`config.mk`:
```
export PLATFORM = sky130hd
export DESIGN_NAME = ladder_seq
export DESIGN_NICKNAME = d
export VERILOG_FILES = /design/src/hw/rtl/ladder_pkg.sv /design/src/hw/rtl/ladder_seq.sv
export SDC_FILE = /design/constraint.sdc
export NUM_CORES = 1
export LEC_CHECK = 0
export ABC_AREA = 1
export BUFFER_PORTS_ARGS = -buffer_cell sky130_fd_sc_hd__buf_2
export CORE_MARGIN = 4
export CORE_UTILIZATION = 49
export CTS_CLUSTER_DIAMETER = 200
export DETAILED_ROUTE_END_ITERATION = 10
export HOLD_SLACK_MARGIN = 0.12
export PLACE_DENSITY = 0.82
export SYNTH_ARGS = -nofsm -noshare
export SYNTH_HDL_FRONTEND = slang
export SYNTH_SLANG_ARGS = --single-unit
```
`constraint.sdc`:
```
create_clock -name clk -period 2.1 [get_ports clk]
set_input_delay 0 -clock clk [delete_from_list [all_inputs] [get_ports clk]]
set_output_delay 0 -clock clk [all_outputs]
set_load 0.03 [all_outputs]
```
`src/hw/rtl/ladder_pkg.sv`:
```
`timescale 1ns / 1ps
// ----------------------------------------------------------------------------
// ladder_pkg
// Shared types, constants and the microcode table of the four-pole ladder
// filter: control word layout, operand and destination selects, program steps.
// ----------------------------------------------------------------------------
package ladder_pkg;

    localparam int SAMPLE_WIDTH_DEF = 16;
    localparam int STATE_WIDTH_DEF  = 24;

    localparam int COEF_W      = 16;
    localparam int MUL_B_W     = 18;
    localparam int CFG_INDEX_W = 2;
    localparam int CFG_DATA_W  = 16;
    localparam int MODE_W      = 2;
    localparam int PC_W        = 5;

    localparam logic [CFG_DATA_W-1:0] CUTOFF_RESET    = 16'd32768;
    localparam logic [CFG_DATA_W-1:0] RESONANCE_RESET = 16'd0;

    // Q4.14 constants
    localparam logic signed [MUL_B_W-1:0] K_CUT   = 18'sd19005;
    localparam logic signed [MUL_B_W-1:0] K_FB    = 18'sd2458;
    localparam logic signed [MUL_B_W-1:0] K_GAIN  = 18'sd5737;
    localparam logic signed [MUL_B_W-1:0] K_ZERO  = 18'sd4915;
    localparam logic signed [MUL_B_W-1:0] ONE_Q14 = 18'sd16384;

    typedef enum logic [CFG_INDEX_W-1:0] {
        REG_CUTOFF    = 2'd0,
        REG_RESONANCE = 2'd1,
        REG_MODE      = 2'd2
    } reg_index_t;

    typedef enum logic [MODE_W-1:0] {
        MODE_LOWPASS  = 2'd0,
        MODE_HIGHPASS = 2'd1,
        MODE_BANDPASS = 2'd2
    } mode_t;

    typedef enum logic [1:0] {
        SEQ_NEXT,
        SEQ_GOTO,
        SEQ_WAIT_IN,
        SEQ_WAIT_OUT
    } seq_op_t;

    typedef enum logic [3:0] {
        A_CUT,
        A_RES,
        A_F,
        A_F2,
        A_F4,
        A_V,
        A_Y0,
        A_Y1,
        A_Y2,
        A_Y3,
        A_P0,
        A_P1,
        A_P2,
        A_P3
    } a_sel_t;

    typedef enum logic [3:0] {
        B_KCUT,
        B_F,
        B_F2,
        B_KFB,
        B_KGAIN,
        B_KZERO,
        B_ONE_MINUS_T,
        B_FB,
        B_G,
        B_OMF
    } b_sel_t;

    typedef enum logic [1:0] {
        SH_13,
        SH_14,
        SH_16
    } shift_t;

    typedef enum logic [2:0] {
        ADD_ZERO,
        ADD_XS,
        ADD_V,
        ADD_Y0,
        ADD_Y1,
        ADD_Y2
    } add_sel_t;

    typedef enum logic [3:0] {
        D_NONE,
        D_F,
        D_F2,
        D_F4,
        D_T,
        D_G,
        D_FB,
        D_V,
        D_STAGE0,
        D_STAGE1,
        D_STAGE2,
        D_STAGE3
    } dest_t;

    typedef enum logic [PC_W-1:0] {
        ST_IDLE,
        ST_FB_MAC,
        ST_FB_WB,
        ST_GAIN_MAC,
        ST_GAIN_WB,
        ST_S0_MAC,
        ST_S0_WB,
        ST_S1_MAC,
        ST_S1_WB,
        ST_S2_MAC,
        ST_S2_WB,
        ST_S3_MAC,
        ST_S3_WB,
        ST_OUT,
        ST_CUT_MAC,
        ST_F_WB,
        ST_F2_MAC,
        ST_F2_WB,
        ST_F4_MAC,
        ST_F4_WB,
        ST_T_WB,
        ST_G_WB,
        ST_FBK_WB
    } step_t;

    typedef struct packed {
        seq_op_t  seq;
        step_t    target;
        logic     mac_en;
        logic     mac_clr;
        a_sel_t   a_sel;
        b_sel_t   b_sel;
        dest_t    wb_dest;
        shift_t   wb_shift;
        add_sel_t wb_add;
        logic     wb_neg;
        logic     out_en;
    } ctrl_t;

    localparam ctrl_t CTRL_NOP = '{
        seq:      SEQ_NEXT,
        target:   ST_IDLE,
        mac_en:   1'b0,
        mac_clr:  1'b0,
        a_sel:    A_CUT,
        b_sel:    B_KCUT,
        wb_dest:  D_NONE,
        wb_shift: SH_14,
        wb_add:   ADD_ZERO,
        wb_neg:   1'b0,
        out_en:   1'b0
    };

    function automatic ctrl_t with_mac(ctrl_t w, a_sel_t a, b_sel_t b, logic clr);
        ctrl_t r;
        r         = w;
        r.mac_en  = 1'b1;
        r.mac_clr = clr;
        r.a_sel   = a;
        r.b_sel   = b;
        return r;
    endfunction

    function automatic ctrl_t with_wb(ctrl_t w, dest_t d, shift_t sh, add_sel_t add,
                                      logic neg);
        ctrl_t r;
        r          = w;
        r.wb_dest  = d;
        r.wb_shift = sh;
        r.wb_add   = add;
        r.wb_neg   = neg;
        return r;
    endfunction

    function automatic ctrl_t with_jump(ctrl_t w, seq_op_t op, step_t target);
        ctrl_t r;
        r        = w;
        r.seq    = op;
        r.target = target;
        return r;
    endfunction

    // microcode table
    function automatic ctrl_t ucode(step_t pc);
        ctrl_t w;
        w = CTRL_NOP;
        unique case (pc)
            ST_IDLE:     w = with_jump(w, SEQ_WAIT_IN, ST_FB_MAC);
            // feedback from the fourth pole
            ST_FB_MAC:   w = with_mac(w, A_Y3, B_FB, 1'b1);
            ST_FB_WB:    w = with_wb(w, D_V, SH_13, ADD_XS, 1'b1);
            // input gain
            ST_GAIN_MAC: w = with_mac(w, A_V, B_G, 1'b1);
            ST_GAIN_WB:
            begin
                w = with_wb(w, D_V, SH_14, ADD_ZERO, 1'b0);
                w = with_mac(w, A_P0, B_KZERO, 1'b1);
            end
            // pole chain
            ST_S0_MAC:   w = with_mac(w, A_Y0, B_OMF, 1'b0);
            ST_S0_WB:
            begin
                w = with_wb(w, D_STAGE0, SH_14, ADD_V, 1'b0);
                w = with_mac(w, A_P1, B_KZERO, 1'b1);
            end
            ST_S1_MAC:   w = with_mac(w, A_Y1, B_OMF, 1'b0);
            ST_S1_WB:
            begin
                w = with_wb(w, D_STAGE1, SH_14, ADD_Y0, 1'b0);
                w = with_mac(w, A_P2, B_KZERO, 1'b1);
            end
            ST_S2_MAC:   w = with_mac(w, A_Y2, B_OMF, 1'b0);
            ST_S2_WB:
            begin
                w = with_wb(w, D_STAGE2, SH_14, ADD_Y1, 1'b0);
                w = with_mac(w, A_P3, B_KZERO, 1'b1);
            end
            ST_S3_MAC:   w = with_mac(w, A_Y3, B_OMF, 1'b0);
            ST_S3_WB:    w = with_wb(w, D_STAGE3, SH_14, ADD_Y2, 1'b0);
            ST_OUT:
            begin
                w        = with_jump(w, SEQ_WAIT_OUT, ST_IDLE);
                w.out_en = 1'b1;
            end
            // coefficient program
            ST_CUT_MAC:  w = with_mac(w, A_CUT, B_KCUT, 1'b1);
            ST_F_WB:     w = with_wb(w, D_F, SH_16, ADD_ZERO, 1'b0);
            ST_F2_MAC:   w = with_mac(w, A_F, B_F, 1'b1);
            ST_F2_WB:    w = with_wb(w, D_F2, SH_14, ADD_ZERO, 1'b0);
            ST_F4_MAC:   w = with_mac(w, A_F2, B_F2, 1'b1);
            ST_F4_WB:
            begin
                w = with_wb(w, D_F4, SH_14, ADD_ZERO, 1'b0);
                w = with_mac(w, A_F2, B_KFB, 1'b1);
            end
            ST_T_WB:
            begin
                w = with_wb(w, D_T, SH_14, ADD_ZERO, 1'b0);
                w = with_mac(w, A_F4, B_KGAIN, 1'b1);
            end
            ST_G_WB:
            begin
                w = with_wb(w, D_G, SH_14, ADD_ZERO, 1'b0);
                w = with_mac(w, A_RES, B_ONE_MINUS_T, 1'b1);
            end
            ST_FBK_WB:
            begin
                w = with_wb(w, D_FB, SH_14, ADD_ZERO, 1'b0);
                w = with_jump(w, SEQ_GOTO, ST_IDLE);
            end
            default:     w = with_jump(w, SEQ_GOTO, ST_IDLE);
        endcase
        return w;
    endfunction

endpackage

```
`src/hw/rtl/ladder_seq.sv`:
```
`timescale 1ns / 1ps
// ----------------------------------------------------------------------------
// ladder_seq
// Microprogram sequencer: step counter, control word lookup and the
// conditional jumps that wait on the sample channels.
// ----------------------------------------------------------------------------
module ladder_seq (
    input  logic              clk,
    input  logic              rst_n,
    input  logic              cfg_write,
    input  logic              cfg_valid,
    input  logic              in_valid,
    input  logic              out_free,
    output ladder_pkg::ctrl_t ctrl,
    output logic              in_ready
);

    ladder_pkg::step_t pc_reg;
    ladder_pkg::step_t pc_next;

    assign ctrl     = ladder_pkg::ucode(pc_reg);
    assign in_ready = (ctrl.seq == ladder_pkg::SEQ_WAIT_IN) && !cfg_valid;

    always_comb
    begin
        pc_next = pc_reg;
        if (cfg_write)
        begin
            // new register value, recompute coefficients
            pc_next = ladder_pkg::ST_CUT_MAC;
        end
        else
        begin
            unique case (ctrl.seq)
                ladder_pkg::SEQ_NEXT:
                    pc_next = ladder_pkg::step_t'(pc_reg + ladder_pkg::PC_W'(1));
                ladder_pkg::SEQ_GOTO:
                    pc_next = ctrl.target;
                ladder_pkg::SEQ_WAIT_IN:
                    pc_next = (in_valid && in_ready) ? ctrl.target : pc_reg;
                ladder_pkg::SEQ_WAIT_OUT:
                    pc_next = out_free ? ctrl.target : pc_reg;
                default:
                    pc_next = ladder_pkg::ST_IDLE;
            endcase
        end
    end

    always_ff @(posedge clk or negedge rst_n)
    begin
        if (!rst_n)
        begin
            pc_reg <= ladder_pkg::ST_CUT_MAC;
        end
        else
        begin
            pc_reg <= pc_next;
        end
    end

endmodule

```
==> results_dict.tcl <==
set metrics [dict create \
    status "completed" \
    power_frac_seq_pct 12.3 \
    grt_pass1_wl_um 4240 \
    vias 1019 \
    totalWireLength_um 2560 \
    largest_reg_flops 5 \
    endpoint_kind "primary output" \
    drv_slew 0 \
    clock_latency_ns 0.24 \
    cts-buffers-inserted 3 \
    avgRoutedWirePerCell_um 12.7 \
    clkPwrFrac_pct 5.5 \
    worst_slew_margin_rel_pct 61.1 \
    cts-root-buf "clkbuf_4" \
    synth_fa_ha_area_share_pct 12.8 \
    path_clk_slew_ns 0.05 \
    synthTopCellsByArea "nand2_1 14%, ha_1 13%, dfstp_2 8.0%" \
    fin_worst_skew_ns 0.00493 \
    worstHoldStart "in_valid" \
    std_cell_rows 15 \
    place.port_buffers 30 \
    hpwl_um 2110 \
    synth-simple-area-share_pct 48.5 \
    setup_violations 0 \
    diodes 0 \
    cts_max_level 1 \
    maxCapViolations 0 \
    hold_depth 6 \
    finalCritPeriodShare_pct 93.1 \
    io_pins 35 \
    period_needed_ns 1.95 \
    drt.antenna.violating_nets 0 \
    fillers 175 \
    r2r_start "pc_reg[1]$_DFFE_PN1P_" \
    hold_class "in2reg" \
    arrival_ns 1.95 \
    pwr-share-comb_pct 82.2 \
    dpl_cell_area_mm2 0.00111 \
    seq_area_frac_synth_pct 13.2 \
    fp.dieH_um 52.7 \
    startpoint "pc_reg[1]$_DFFE_PN1P_" \
    core_mm2 0.00180 \
    start_util_pct 54.4 \
    design_area_mm2 0.00119 \
    grtUsageTotal_pct 20.0 \
    synthMuxAreaShare_pct 0 \
    p_sw_w 0.00133 \
    crit_fanout 6 \
    worst_setup_path_start_kind "flop" \
    yosys.area.top_type "nand2_1" \
    grt_use_met1_pct 25.6 \
    netlist_area_um2 980 \
    rsz0062_at_grt "no" \
    vias_per_cell 5.04 \
    cts_tree "yes" \
    drt_iter0_markers 35 \
    ys_types 27 \
    grt_max_degree 20 \
    synth-compound-area-share_pct 9.96 \
    yosys_register_bits 5 \
    cell_internal_pwr_w 0.000714 \
    p_leak_nw 0.694 \
    synth_top_family_by_area "simple AND/OR/NAND/NOR gates" \
    place_congestion 0.995 \
    drive_above_1_share_pct 35.0 \
    yosys_warnings 0 \
    syn-instance-count 141 \
    peakVddDrop_mv 0.856 \
    worst_slew_pin_slew_ns 0.583 \
    crit_type "reg2out" \
    avgSynthCellArea_um2 6.95 \
    p_sw_share_pct 65.1 \
    use_met3_pct 2.28 \
    grt-ovfl-total 0 \
    hold_viol 0 \
    die_w_um 52.7 \
    die_area_mm2 0.00278 \
    drt_first_pass_iters 4 \
    grt_pass1_vias 965 \
    clk_path_buf_depth 2 \
    tns_ns 0 \
    fin_nets 194 \
    gr-max-usage-layer "met2" \
    reg2regPathDepth 9 \
    powerDensity_mw_per_mm2 1720 \
    syn2layout_area_growth_pct 21.6 \
    synth.top_cell.area_share_pct 13.8 \
    clock_sinks 5 \
    fmax_mhz 512 \
    synth_xor_area_share_pct 0.894 \
    antenna_found_initial 0 \
    drc 0 \
    grt_use_met2_pct 34.7 \
    required_ns 2.10 \
]
per-stage QoR:
stage                     setup WS (ns)  hold slack, ns  instances  util [%]  total power [W]
after floorplan                   0.307          -0.296        144         -          0.00154
after CTS                         0.115           0.228        201      65.4          0.00202
final                             0.145           0.228        202      66.1          0.00204
after global routing             0.0120           0.282        202      66.1          0.00222
after global placement            0.426          -0.187        193      61.7          0.00191
after detailed placement          0.377          -0.183        193      61.7          0.00191
cells in the mapped netlist:
master / n
buf_6: 4
nand2_4: 5
and2_1: 1
dfstp_2: 3
o21ai_1: 3
nor3_1: 1
nor2_2: 1
nor2_1: 10
ha_1: 10
nand3_1: 14
a21oi_1: 2
nor2_8: 1
o211ai_1: 2
inv_1: 14
nand4_1: 1
dfrtp_1: 2
xor2_1: 1
o21ai_0: 10
inv_2: 1
nor2_4: 6
conb_1: 1
nand2_8: 2
o31ai_1: 1
nand2_2: 4
nand2_1: 36
buf_4: 4
inv_6: 1
power groups by stage:
stage          Clock, W  Sequential, W  Combinational [W]
3_5_place_dp          0       0.000245            0.00166
5_1_grt        0.000124       0.000262            0.00183
6_report       0.000112       0.000252            0.00168
4_1_cts        0.000111       0.000244            0.00167
3_3_place_gp          0       0.000241            0.00166
2_1_floorplan         0       0.000187            0.00135
timing repair:
action                     4_1_cts  5_1_grt
hold endpoints to repair        10        0
setup endpoints to repair        0        3
setup buffers                    0        1
gates resized for setup          0        3
hold buffers                     4        0
placed cells by master, fill, tap and decap left out, types with 5 or more instances in the layout:
master	instances
buf_2	30
ha_1	10
inv_1	13
nand2_1	36
nand2_4	5
nand3_1	14
nor2_1	10
nor2_4	6
o21ai_0	9
area by class of cell:
type                    count  area, um^2  area share (%)
clock buffers               4        26.3            2.21
repair buffers             37         213            17.9
multi-input cells         115         722            60.6
well taps                  25        31.3            2.63
flip-flops and latches      5         130            10.9
inverters                  16        68.8            5.78
cells by family (layout without fill, tap and decap cells):
| logic type | count (synthesis) | count (layout) |
|---|---|---|
| other cells | 1 | 4 |
| xor+xnor | 1 | 1 |
| buf+inv | 24 | 57 |
| fa+ha+maj | 10 | 10 |
| flops | 5 | 5 |
| simple gates | 82 | 82 |
| compound gates | 18 | 18 |
routing by layer:
layer	up-vias	wire length, um	share of wire (%)
met4	0	17	0.66
met5	-	0	0
met3	2	210	8.2
li1	518	-	-
met1	450	1040	41
met2	49	1290	50
worst max-delay path: stages (launching register included):
cell,delay (ns)
dfstp_2,0.59
inv_1,0.12
ha_1,0.22
inv_1,0.13
nand2_1,0.09
o21ai_1,0.14
nor2_1,0.06
nand2_1,0.08
o211ai_1,0.08
buf_2,0.18
final timing paths:
path                                          to  slack, ns
max in group asynchronous  pc_reg[0]$_DFFE_PN0P_       1.28
min in group asynchronous  pc_reg[1]$_DFFE_PN1P_       0.26
max reg2reg                pc_reg[3]$_DFFE_PN1P_       0.43
max                                      ctrl[7]       0.15
min                        pc_reg[1]$_DFFE_PN1P_       0.23
min reg2reg                pc_reg[1]$_DFFE_PN1P_       0.56
No activity file was read; power rests on OpenSTA's default activity.
